[src/hw/rtl/assert_macros.svh]
// Assertion helpers. Both expect clk and rst in scope.
`ifndef ASSERT_MACROS_SVH
`define ASSERT_MACROS_SVH

// Same-cycle implication, muted during reset.
`define ASSERT_IMPLIES(label, ante, cons) \
  label: assert property (@(posedge clk) disable iff (rst) (ante) |-> (cons)) \
    else $error("%m: check failed");

// Next-cycle implication, muted during reset.
`define ASSERT_NEXT(label, ante, cons) \
  label: assert property (@(posedge clk) disable iff (rst) (ante) |=> (cons)) \
    else $error("%m: check failed");

`endif

[src/hw/rtl/dmfc_pkg.sv]
package dmfc_pkg;

  localparam int TICKS_PER_UNIT = 10;
  localparam int MAX_AMOUNT     = 10;
  localparam int CAP_TICKS      = 30;

  localparam int NUM_OPTIONS = 4;
  localparam int OPT_W       = $clog2(NUM_OPTIONS);
  localparam int AMT_W       = 4;

  // Phase counter must hold the longest timed phase
  localparam int DYE_LIMIT  = TICKS_PER_UNIT * MAX_AMOUNT;
  localparam int TICK_LIMIT = (DYE_LIMIT > CAP_TICKS) ? DYE_LIMIT : CAP_TICKS;
  localparam int TICK_W     = $clog2(TICK_LIMIT + 1);

  localparam logic [OPT_W-1:0] OPT_RED   = OPT_W'(0);
  localparam logic [OPT_W-1:0] OPT_BLUE  = OPT_W'(1);
  localparam logic [OPT_W-1:0] OPT_GREEN = OPT_W'(2);
  localparam logic [OPT_W-1:0] OPT_MIX   = OPT_W'(3);

  typedef struct packed {
    logic start_button;
    logic stop_button;
    logic option_button;
    logic increase_button;
    logic decrease_button;
    logic at_fill_station;
    logic level_low;
    logic at_cap_station;
  } in_item_t;

  typedef struct packed {
    logic             valve_red;
    logic             valve_blue;
    logic             valve_green;
    logic             mixer_on;
    logic             conveyor_on;
    logic             fill_valve_on;
    logic             capper_on;
    logic             running;
    logic [OPT_W-1:0] selected_option;
    logic [AMT_W-1:0] selected_amount;
  } out_item_t;

endpackage

[src/hw/rtl/dmfc_if.sv]
interface dmfc_sample_if;
  import dmfc_pkg::*;

  logic     valid;
  logic     ready;
  in_item_t payload;

  modport source (output valid, output payload, input ready);
  modport sink   (input valid, input payload, output ready);
endinterface

interface dmfc_result_if;
  import dmfc_pkg::*;

  logic      valid;
  logic      ready;
  out_item_t payload;

  modport source (output valid, output payload, input ready);
  modport sink   (input valid, input payload, output ready);
endinterface

[src/hw/rtl/dispense_mix_fill_cap_sequencer.sv]
// Dye dispense, mix, fill and cap sequencer; one request per tick sample.
// The result is registered on the edge that accepts the request.
// Throughput: 1 request per cycle unless result waits on ready; one result
// register decouples the two sides. Reset (rst, synchronous, active high):
// idle, amounts zero, mix time selected, no result pending.
`include "assert_macros.svh"

module dispense_mix_fill_cap_sequencer (
  input logic           clk,
  input logic           rst,
  dmfc_sample_if.sink   sample,
  dmfc_result_if.source result
);
  import dmfc_pkg::*;

  typedef enum logic [2:0] {
    PH_DISPENSE,
    PH_MIX,
    PH_MOVE_FILL,
    PH_FILL,
    PH_MOVE_CAP,
    PH_CAP
  } phase_t;

  localparam int NUM_PHASES = 6;

  typedef logic [TICK_W-1:0] tick_t;

  // ---------------------------------------------------------------------------
  // State
  // ---------------------------------------------------------------------------
  logic             run_active;
  phase_t           phase;
  tick_t            tick_count;
  logic [AMT_W-1:0] amounts [NUM_OPTIONS];
  logic [OPT_W-1:0] option_index;
  logic             option_seen;
  logic             increase_seen;
  logic             decrease_seen;

  logic             run_active_next;
  phase_t           phase_next;
  tick_t            tick_count_next;
  logic [OPT_W-1:0] option_index_next;
  logic             option_seen_next;
  logic             increase_seen_next;
  logic             decrease_seen_next;
  logic             amount_we;
  logic [AMT_W-1:0] amount_wdata;

  out_item_t        item_next;
  logic             accept;

  // Result register frees up when empty or being drained this cycle
  assign sample.ready = !result.valid || result.ready;
  assign accept       = sample.valid && sample.ready;

  // ---------------------------------------------------------------------------
  // Phase end limits, from the stored amounts (constant multiplies)
  // ---------------------------------------------------------------------------
  logic [AMT_W-1:0] dye_max;
  tick_t            lim_red, lim_blue, lim_green, lim_dye, lim_mix;

  always_comb begin
    dye_max = amounts[OPT_RED];
    if (amounts[OPT_BLUE] > dye_max) begin
      dye_max = amounts[OPT_BLUE];
    end
    if (amounts[OPT_GREEN] > dye_max) begin
      dye_max = amounts[OPT_GREEN];
    end
  end

  assign lim_red   = tick_t'(TICKS_PER_UNIT) * tick_t'(amounts[OPT_RED]);
  assign lim_blue  = tick_t'(TICKS_PER_UNIT) * tick_t'(amounts[OPT_BLUE]);
  assign lim_green = tick_t'(TICKS_PER_UNIT) * tick_t'(amounts[OPT_GREEN]);
  assign lim_dye   = tick_t'(TICKS_PER_UNIT) * tick_t'(dye_max);
  assign lim_mix   = tick_t'(TICKS_PER_UNIT) * tick_t'(amounts[OPT_MIX]);

  // End condition of a phase as seen this tick. Cap never ends here: the
  // end of the cap phase is caught before the chain (cap_end).
  function automatic logic phase_done(phase_t p, tick_t t, in_item_t s);
    logic d;
    case (p)
      PH_DISPENSE:  d = (t >= lim_dye);
      PH_MIX:       d = (t >= lim_mix);
      PH_MOVE_FILL: d = s.at_fill_station;
      PH_FILL:      d = !s.level_low;
      PH_MOVE_CAP:  d = s.at_cap_station;
      default:      d = 1'b0;
    endcase
    return d;
  endfunction

  function automatic phase_t phase_after(phase_t p);
    phase_t n;
    case (p)
      PH_DISPENSE:  n = PH_MIX;
      PH_MIX:       n = PH_MOVE_FILL;
      PH_MOVE_FILL: n = PH_FILL;
      PH_FILL:      n = PH_MOVE_CAP;
      default:      n = PH_CAP;
    endcase
    return n;
  endfunction

  // ---------------------------------------------------------------------------
  // Next state and result for the request at the port
  // ---------------------------------------------------------------------------
  logic             stop, start, opt, inc, dec;
  logic             cap_end, resume, do_run;
  phase_t           run_ph;
  tick_t            run_tk;
  logic             opt_edge, inc_act, dec_act;
  logic [OPT_W-1:0] idx_new;
  logic [AMT_W-1:0] amt_sel, amt_inc, amt_dec;

  always_comb begin
    stop  = sample.payload.stop_button;
    start = sample.payload.start_button;
    opt   = sample.payload.option_button;
    inc   = sample.payload.increase_button;
    dec   = sample.payload.decrease_button;

    // Cap phase has run its full length: the run ends this tick, and a held
    // start restarts at once.
    cap_end = run_active && (phase == PH_CAP) && (tick_count >= tick_t'(CAP_TICKS));
    resume  = run_active && !cap_end;
    do_run  = !stop && (resume || start);

    // Pass through every phase whose end already holds; later phases are
    // entered with a cleared counter.
    run_ph = resume ? phase : PH_DISPENSE;
    run_tk = resume ? tick_count : '0;
    for (int i = 0; i < NUM_PHASES - 1; i++) begin
      if (run_ph != PH_CAP && phase_done(run_ph, run_tk, sample.payload)) begin
        run_ph = phase_after(run_ph);
        run_tk = '0;
      end
    end

    // Idle button editing; option first, then increase, then decrease
    opt_edge = opt && !option_seen;
    idx_new  = opt_edge ? option_index + OPT_W'(1) : option_index;
    option_index_next = do_run ? option_index : idx_new;
    amt_sel  = amounts[option_index_next];
    inc_act  = !do_run && inc && !increase_seen && (amt_sel < AMT_W'(MAX_AMOUNT));
    amt_inc  = amt_sel + AMT_W'(inc_act);
    dec_act  = !do_run && dec && !decrease_seen && (amt_inc != '0);
    amt_dec  = amt_inc - AMT_W'(dec_act);

    amount_we    = !do_run;
    amount_wdata = amt_dec;

    option_seen_next   = do_run ? option_seen   : opt;
    increase_seen_next = do_run ? increase_seen : (inc && (increase_seen || inc_act));
    decrease_seen_next = do_run ? decrease_seen : (dec && (decrease_seen || dec_act));

    run_active_next = do_run;
    phase_next      = do_run ? run_ph : PH_DISPENSE;
    if (!do_run) begin
      tick_count_next = '0;
    end else if (run_tk == {TICK_W{1'b1}}) begin
      tick_count_next = run_tk;
    end else begin
      tick_count_next = run_tk + tick_t'(1);
    end

    item_next = '0;
    if (do_run) begin
      case (run_ph)
        PH_DISPENSE: begin
          item_next.valve_red   = (run_tk < lim_red);
          item_next.valve_blue  = (run_tk < lim_blue);
          item_next.valve_green = (run_tk < lim_green);
        end
        PH_MIX:       item_next.mixer_on      = 1'b1;
        PH_MOVE_FILL: item_next.conveyor_on   = 1'b1;
        PH_FILL:      item_next.fill_valve_on = 1'b1;
        PH_MOVE_CAP:  item_next.conveyor_on   = 1'b1;
        default:      item_next.capper_on     = 1'b1;
      endcase
    end
    item_next.running         = do_run;
    item_next.selected_option = option_index_next;
    item_next.selected_amount = amt_dec;
  end

  // ---------------------------------------------------------------------------
  // State and result register
  // ---------------------------------------------------------------------------
  always_ff @(posedge clk) begin
    if (rst) begin
      run_active    <= 1'b0;
      phase         <= PH_DISPENSE;
      tick_count    <= '0;
      for (int i = 0; i < NUM_OPTIONS; i++) begin
        amounts[i] <= '0;
      end
      option_index  <= OPT_MIX;
      option_seen   <= 1'b0;
      increase_seen <= 1'b0;
      decrease_seen <= 1'b0;
      result.valid  <= 1'b0;
    end else begin
      if (accept) begin
        run_active    <= run_active_next;
        phase         <= phase_next;
        tick_count    <= tick_count_next;
        option_index  <= option_index_next;
        option_seen   <= option_seen_next;
        increase_seen <= increase_seen_next;
        decrease_seen <= decrease_seen_next;
        if (amount_we) begin
          amounts[option_index_next] <= amount_wdata;
        end
        result.payload <= item_next;
        result.valid   <= 1'b1;
      end else if (result.ready) begin
        result.valid <= 1'b0;
      end
    end
  end

  // ---------------------------------------------------------------------------
  // Checks
  // ---------------------------------------------------------------------------
  logic       res_dye_on;
  logic [4:0] res_groups;

  assign res_dye_on = result.payload.valve_red | result.payload.valve_blue |
                      result.payload.valve_green;
  assign res_groups = {result.payload.mixer_on, result.payload.conveyor_on,
                       result.payload.fill_valve_on, result.payload.capper_on, res_dye_on};

  `ASSERT_IMPLIES(a_idle_drives_off, result.valid && !result.payload.running, res_groups == '0)
  `ASSERT_IMPLIES(a_one_drive_group, result.valid, $onehot0(res_groups))
  `ASSERT_NEXT(a_result_follows, accept, result.valid && (result.payload.running == run_active))
  `ASSERT_IMPLIES(a_amount_bound, result.valid, result.payload.selected_amount <= AMT_W'(MAX_AMOUNT))

endmodule

[src/flat_wrapper.sv]
// flat-port wrapper written by rule: the top's interface ports become plain ports
module dispense_mix_fill_cap_sequencer_flat import dmfc_pkg::*;
  (clk, rst, sample_valid, sample_payload, sample_ready, result_valid, result_payload, result_ready);
  dmfc_sample_if sample_i ();
  dmfc_result_if result_i ();
  input logic clk;
  input logic rst;
  input wire logic [$bits(sample_i.valid)-1:0] sample_valid;
  input wire logic [$bits(sample_i.payload)-1:0] sample_payload;
  output wire logic [$bits(sample_i.ready)-1:0] sample_ready;
  output wire logic [$bits(result_i.valid)-1:0] result_valid;
  output wire logic [$bits(result_i.payload)-1:0] result_payload;
  input wire logic [$bits(result_i.ready)-1:0] result_ready;
  assign sample_i.valid = sample_valid;
  assign sample_i.payload = sample_payload;
  assign sample_ready = sample_i.ready;
  assign result_valid = result_i.valid;
  assign result_payload = result_i.payload;
  assign result_i.ready = result_ready;
  dispense_mix_fill_cap_sequencer u_core (.clk(clk), .rst(rst), .sample(sample_i), .result(result_i));
endmodule
[config.mk]
export PLATFORM = sky130hd
export DESIGN_NAME = dispense_mix_fill_cap_sequencer_flat
export DESIGN_NICKNAME = d
export VERILOG_FILES = /design/src/hw/rtl/dmfc_pkg.sv /design/src/hw/rtl/dmfc_if.sv /design/src/hw/rtl/dispense_mix_fill_cap_sequencer.sv /design/src/flat_wrapper.sv
export VERILOG_INCLUDE_DIRS = /design/src /design/src/hw/rtl
export SDC_FILE = /design/constraint.sdc
export NUM_CORES = 1
export LEC_CHECK = 0
export ABC_CLOCK_PERIOD_IN_PS = 12990
export BUFFER_PORTS_ARGS = -buffer_cell sky130_fd_sc_hd__buf_4
export CAP_MARGIN = 20
export CORE_MARGIN = 10
export CORE_UTILIZATION = 30
export CTS_CLUSTER_SIZE = 12
export DETAILED_ROUTE_END_ITERATION = 7
export PLACE_DENSITY = 0.47
export SLEW_MARGIN = 0
export SYNTH_ARGS = -nofsm -noshare
export SYNTH_HDL_FRONTEND = slang
export SYNTH_SLANG_ARGS = --single-unit
[constraint.sdc]
create_clock -name clk -period 12.99 [get_ports clk]
set_clock_uncertainty 0.2 [all_clocks]
set_input_delay 1.299 -clock clk [delete_from_list [all_inputs] [get_ports clk]]
set_output_delay 1.299 -clock clk [all_outputs]
set_load 0.02 [all_outputs]
[Word level (Yosys, flattened, before mapping)]
Memories as Yosys holds them, arrays and structs flattened.
Index checks and enable logic that the tools add are counted.
Storage, ports and cells
  flip-flop bits (word level): 31
  memories kept: 1
  output and inout bits: 16
  bits in writable memories: 16
  input port bits: 12
  logic and storage cells: 167
Cells by class
  bitwise gates (word level): 2
  reductions and logical operators: 45
  multipliers: 5
  mux-type cells: 44
  add/sub/neg operators: 4
  magnitude comparators: 17
  equality and inequality tests: 31
Memories
  u_core.amounts: words 4, width 4, rd ports 5, clocked after memory_dff 0, wr ports 4, RTL line dispense_mix_fill_cap_sequencer.sv:35  | logic [AMT_W-1:0] amounts [NUM_OPTIONS];
Operators with widths (count)
  7-bit >= comparator: 10
  3-bit one-hot mux with 4 select lines: 5
  7-bit two-way mux: 8
  3-bit by 2-bit == test with 1-bit output, second input constant: 12
  3-bit by 4-bit multiplier with 6-bit output, first input constant: 5
  1-bit one-hot mux with 5 select lines: 5
  3-bit == test, second input constant: 7
  7-bit < comparator: 3
  3-bit two-way mux: 7
  1-bit logical AND: 19
  3-bit by 1-bit == test with 1-bit output, second input constant: 6
  3-bit logical NOT: 6
  3-bit != test, second input constant: 5
  1-bit two-way mux: 13
  4-bit two-way mux: 3
  4-bit greater-than comparator: 2
  1-bit logical NOT: 8
  7-bit by 1-bit adder with 7-bit output, second input constant: 1
  7-bit == test, second input constant: 1
  7-bit by 5-bit >= comparator with 1-bit output, second input constant: 1
  2-bit two-way mux: 3
  2-bit AND reduction: 3
  5-bit OR reduction: 1
  4-bit by 1-bit adder with 4-bit output: 1
  9 further kinds: 13

[Longest topological paths before layout]
Gate-level depths: netlist (run 1).
  word-level depth: 29
  gate-level depth with buffers: 83
  gate-level depth less buffers: 81

[Worst setup path after synthesis (run 1)]
Ideal clock, no wire load.
  path kind: register -> register
  start point: memory u_core.amounts[1][1]
  end point: register u_core.tick_count[1]
  clock period less this slack: 13661 ps
  setup time: 119 ps
  stages on the path, launching flop included: 77
  slack: -671 ps
  arrival: 13342 ps
  data required time: 12671 ps
  buffers on the path: 2
  cell sequence: edfxtp_1 > ha_1 > nor2b_1 > o21ai_0 > nand2b_1 > a21oi_1 > a41o_1 > a21oi_1 > ha_1 > a21o_1 > o21ai_0 > nor2_1 > nor2_1 > a41oi_1 > nor2_1 > a21oi_1 > ha_1 > ha_1 > (+41 left out) > o21a_1 > o21a_1 > o21ai_0 > nand2b_1 > a21oi_1 > nand2_1 > a21oi_2 > nor4b_4 > or3_1 > nor2_1 > ha_1 > nand3_1 > or3_1 > or2_0 > clkbuf_1 > o31ai_1 > o31a_1 > o21ai_1
RTL lines
  start: declaration: RTL line dispense_mix_fill_cap_sequencer.sv:35
  end signal: assignment: RTL line dispense_mix_fill_cap_sequencer.sv:209  | tick_count <= tick_count_next;
  end: declaration: RTL line dispense_mix_fill_cap_sequencer.sv:34  | tick_t tick_count;

==> results.md, run 1 <==
- WL/cell: ~19 µm
- I/O Pins: 28
- LEAKAGE: 3.83 nW
- Reg2Reg Capture Point: u_core.tick_count[1]
- Largest net degree at the start of global routing: 17
- H-tree depth: 2
- RSZ-0062 raised after global routing: true
- Initial core utilization: 0.305
- Vias in the first global route: 6,157
- Via density: approximately 5.4
- Initial antenna violation count: 0
- Warnings from Yosys: 0
- Crit path kind: flip-flop to flip-flop
- FF+latch count, synth: 47
- Crit end category: flip-flop
- Critical path arrival: between 10,000 and 15,000 ps
- Top-count cell post-synth: ha_1
- Placed cells: between 1,000 and 1,500
- R2r worst-path depth: roughly 70
- Worst EP required: between 10,000 and 15,000 ps
- Avg Cell Area, Syn: between 8 and 9 µm²
- Antenna Nets Post-Route: 0
- Fin. Hold Viols: 0
- Die Ht: 158 µm
- Total Routing Usage GR: 0.162
- Post-route non-filler standard cell count: about 1,100
- Row Count: 50
- CTS Buf Count: 5
- Clk_lat worst skew: 290 ps
- VDD IR max: 0.0754 mV
- Detailed-route DRC error count: 0
- Post-Syn Area: roughly 5700 µm²
- Layout cell share with drive strength beyond 1: 0.427
- Failing checks: negative setup slack
- Power Density: 132 nW/µm²
- CTS Sinks: 47
- Final GP Congestion: 0.949
- Post-synth top flop: edfxtp_1
- Hold endpoint: u_core.option_seen
- DP Worst Slack: -868 ps
- Hold Path Origin: u_core.option_seen
- Worst-path clk slew: ~70 ps
- Die area: 24,900 µm²
- CP startpoint: u_core.amounts[1][1]
- Syn_nets: around 770
- CTS tree: done
- Rel. slew slack: 0.452
- Post-route worst setup slack: -396 ps
- Global-route wire length before repair: approximately 32,000 µm
- Top cells by count, synth: 90 x ha_1, 63 x inv_1, 60 x nor2_1
- Largest area contributor in the synthesized netlist: ha_1
- Core Area: 18,600 µm²
- Routed WL: ~21,000 µm
- Die W: 158 µm
- Status: finished, violations left
- Max Freq: between 0.07 and 0.08 GHz
- Worst reg-to-reg setup slack: -400 ps
- Crit path time final: ~13,000 ps
- Period utilization: 1.03
- Worst path max stage delay: between 400 and 500 ps
- Dpl hpwl: about 16,000 µm
- Final setup fails: 10
- Worst r2r src: u_core.amounts[1][1]
- Unique masters post-synth: between 90 and 100
- Pins Over Slew Limit: 0
- DRT Pass-1 Iters: 5
- Tot Pwr: around 1.1 mW
- Total grt overflow: 0
- Via count: 6,022
- Layout net count: 982
- Hold Path Cell Cnt: 2
- Number of enable flip-flop cells after synthesis: 30
- CP max FO: 5
- Iter 0 DRT Violations: between 200 and 300
- Crit start category: flip-flop
- Ant diodes: 0
- Clock root buffer: clkbuf_16
- Layout area overhead: 47.9%
- IO buf count: 27
- Slowest-stage cell, CP: edfxtp_1
- Sequential element share of the synthesized area: 0.218
- Type of the worst min-delay path: flip-flop to flip-flop
- Most common cell on crit path: ha_4
- Clk buf depth: 2
- Max-cap violations: 0
- Area contributors post-synth: ha_1 20%, edfxtp_1 16%, dfxtp_1 6.0%
- Cells after synthesis: 667
- Async S/R FF share, synth: 0
- Synth top area share: 0.198
- Tightest Pin Transition: around 800 ps
report_power, final:
part	switching [mW]	leakage (nW)	internal (mW)
Sequential	0.0101	0.436	0.174
Clock	0.0559	0.0772	0.0821
Combinational	0.397	3.32	0.390
area by class of cell:
| type | instances | area, µm² |
|---|---|---|
| timing repair buffer | 215 | 1630 |
| fill | 1784 | 10200 |
| inverter | 64 | 243 |
| sequential | 47 | 1240 |
| tap | 234 | 293 |
| multi-input combinational | 542 | 4850 |
| clock buffer | 8 | 156 |
logic make-up after synthesis:
group | count (synthesis) | share of synthesized area
simple gates | 244 | 0.229
compound gates | 172 | 0.216
fa+ha+maj | 97 | 0.220
buf+inv | 78 | 0.0579
flops | 47 | 0.218
xor+xnor | 17 | 0.0262
mux | 12 | 0.0324
metal layers:
| layer | track usage | vias up | share of wire |
|---|---|---|---|
| met4 | 0.0735 | 0 | 0.034 |
| met2 | 0.292 | 159 | 0.51 |
| li1 | - | 2872 | - |
| met5 | 0 | - | 0 |
| met3 | 0.0193 | 51 | 0.039 |
| met1 | 0.186 | 2940 | 0.42 |
worst max-delay path: cells and delay by family, from the launching register on:
family / cells / cell delay (ps)
AO/OA/AOI/OAI: 27 / 4620
XOR/XNOR: 1 / 160
buffers and inverters: 4 / 400
AND/OR/NAND/NOR: 26 / 4210
flip-flops: 1 / 440
adder cells (fa/ha/maj): 12 / 2830
multiplexers: 2 / 470
placed cells by master (no fill, tap or decap), types with 14 or more instances in the layout:
master / n
buf_4: 211
ha_1: 73
inv_1: 58
nand2_1: 50
nor2_1: 49
edfxtp_1: 30
a21oi_1: 26
o21ai_1: 17
dfxtp_1: 17
nor3_1: 15
o21ai_0: 14
registers in the layout, indices dropped and copies added, names as in the netlist:
register and count:
u_core.amounts 16, u_core.decrease_seen 1, u_core.increase_seen 1, u_core.option_index 2
u_core.option_seen 1, u_core.phase 3, u_core.result.payload 14, u_core.result.valid 1
u_core.run_active 1, u_core.tick_count 7
worst max path at each step:
stage | end | slack (ps) | depth (start not counted)
floorplan | u_core.tick_count[1] | -120 | 76
finish | u_core.tick_count[1] | -400 | 72
global route | u_core.tick_count[3] | -930 | 73
global placement | u_core.result.payload[11] | -630 | 73
CTS | u_core.tick_count[3] | -70 | 75
detailed placement | u_core.tick_count[1] | -870 | 69
metrics by stage:
stage                     TNS [ps]   util  instance area [µm²]  hold WS [ps]
after global routing         -9020  0.451                 8410           357
after detailed placement     -6960  0.377                 7020           300
final                        -2630  0.451                 8410           323
after floorplan               -129      -                 5840           256
after global placement       -4600  0.377                 7020           267
after CTS                     -136  0.424                 7900           317
what timing repair did:
action                                  CTS  global route
setup buffers                            64            20
pin swaps                                34            49
endpoints found under the setup margin   11            14
hold buffers                              0             0
hold endpoints to repair                  0             0
gates resized for setup                  59            69
cloned                                    0             0
No activity file was read; power rests on OpenSTA's default activity.
==> run 2, diff against run 1 <==
--- a/config.mk
+++ b/config.mk
@@ -18,3 +18,4 @@
 export SYNTH_ARGS = -nofsm -noshare
 export SYNTH_HDL_FRONTEND = slang
 export SYNTH_SLANG_ARGS = --single-unit
+export TNS_END_PERCENT = 5
==> results.md, run 2 (synthesis gave the netlist of run 1 again) <==
- Post-layout util: 0.430
- Placed cells: around 1,000
- Slowest-stage cell, CP: edfxtp_1
- Global-route wire length before repair: 31,500 µm
- Post-route non-filler standard cell count: around 1,100
- IO buf count: 27
- Pins Over Slew Limit: 0
- H-tree depth: 2
- Hold Buf Count CTS: 0
- Iter 0 DRT Violations: 275
- Period utilization: 1.03
- DP Worst Slack: -868 ps
- Routed WL: between 20,000 and 25,000 µm
- Total grt overflow: 0
- CTS Sinks: between 40 and 50
- Worst path max stage delay: approximately 440 ps
- Rel. slew slack: 0.440
- Die W: approximately 160 µm
- Crit path kind: flip-flop to flip-flop
- Failing checks: negative setup slack
- Vias in the first global route: around 6,000
- VDD IR max: approximately 0.076 mV
- Largest register FFs: 16
- Crit end category: flip-flop
- Initial core utilization: 0.305
- Most common cell after layout, fill and taps aside: buf_4
- Die area: ~25,000 µm²
- DRT Pass-1 Iters: 5
- Critical path arrival: roughly 13,000 ps
- I/O Pins: 28
- Power Density: 130 nW/µm²
- Total Routing Usage GR: 0.160
- Detailed-route DRC error count: 0
- Worst EP required: approximately 13,000 ps
- Type of the worst min-delay path: flip-flop to flip-flop
- LEAKAGE: between 3 and 4 nW
- Most common cell on crit path: o21ai_1
- Layout net count: between 900 and 1,000
- Top reg by flops: u_core.amounts
- Final GP Congestion: 0.949
- Dpl hpwl: ~16,000 µm
- Largest regs: u_core.amounts: 16 flops, u_core.result.payload: 14 flops, u_core.tick_count: 7 flops
- Layout cell share with drive strength beyond 1: 0.383
- Core Area: 18,600 µm²
- End of the critical path: u_core.tick_count[0]
- Via count: 5,898
- CTS Buf Count: 5
- Via density: around 5.4
- Most frequent cells in the layout: 196 x buf_4, 81 x ha_1, 61 x inv_1
- Crit path time final: roughly 13,000 ps
- Max-cap violations: 0
- Row Count: 50
- Worst reg-to-reg setup slack: -370 ps
- Fill count: between 1,500 and 2,000
- Ant diodes: 0
- Fin. Hold Viols: 0
- Crit start category: flip-flop
- Max Freq: around 0.075 GHz
- Layout area overhead: 41.0%
- Reg2Reg Capture Point: u_core.tick_count[0]
- Clk_lat worst skew: 290 ps
- CP startpoint: u_core.amounts[1][1]
- Worst-path clk slew: 70 ps
- CP max FO: 5
- Post-route worst setup slack: -373 ps
- WL/cell: between 15 and 20 µm
- Hold Path Cell Cnt: 2
- Clock root buffer: clkbuf_16
- RSZ-0062 raised after global routing: true
- Final setup fails: 9
- CTS tree: done
- Worst r2r src: u_core.amounts[1][1]
- R2r worst-path depth: between 70 and 80
- Die Ht: 158 µm
- Tightest Pin Transition: ~840 ps
- Status: finished, violations left
- Clk buf depth: 2
- Initial antenna violation count: 0
- Antenna Nets Post-Route: 0
- Largest net degree at the start of global routing: 17
## run 2: changes by cell type in the layout (fill, tap and decap cells not counted), sizes merged
cell / before / now
buf: 215 / 197
## run 2: cell type report
cell class / instances / area (µm²) / area share
clock buffer: 8 / 156 / 0.0195
inverter: 64 / 240 / 0.0300
multi-input combinational: 542 / 4600 / 0.574
sequential: 47 / 1240 / 0.155
tap: 234 / 293 / 0.0365
timing repair buffer: 197 / 1480 / 0.185
## run 2: worst min-delay path by stage
stage,startpoint,end
CTS,u_core.option_seen,u_core.option_seen
global route,u_core.option_seen,u_core.option_seen
floorplan,u_core.option_seen,u_core.option_seen
finish,u_core.option_seen,u_core.option_seen
global placement,u_core.option_seen,u_core.option_seen
detailed placement,u_core.option_seen,u_core.option_seen
## run 2: report_power, final
part           total [mW]  internal [mW]  switching, mW
logic               0.719          0.347          0.371
registers           0.184          0.174        0.00996
clock network       0.138         0.0821         0.0558
## run 2: worst max-delay path, delay by kind of cell, from the launching register on
kind,cells,cell delay [ps]
compound gates,28,4630
simple gates,28,4220
xor+xnor,2,280
flops,1,440
fa+ha+maj,12,2720
mux,1,300
buf+inv,5,430
## run 2: timing repair
item | 4_1_cts | 5_1_grt
pin swaps | 29 | 40
resized for setup | 42 | 39
endpoints found under the setup margin | 11 | 14
setup buffers | 51 | 14
## run 2: metrics by stage
step | hold slack, ps | power (mW) | setup TNS [ps] | cell area (µm²)
finish | 321 | 1.04 | -2220 | 8010
floorplan | 256 | 0.499 | -129 | 5840
detailed placement | 300 | 0.722 | -6960 | 7020
global placement | 267 | 0.712 | -4600 | 7020
CTS | 317 | 0.980 | -487 | 7720
global route | 357 | 1.10 | -9550 | 8010
## run 2: metal layers
metal / part of all wire / GRT usage / vias up
li1: - / - / 2842
met1: 0.42 / 0.184 / 2842
met2: 0.51 / 0.288 / 158
met3: 0.042 / 0.0206 / 56
met4: 0.036 / 0.0686 / 0
met5: 0 / 0 / -
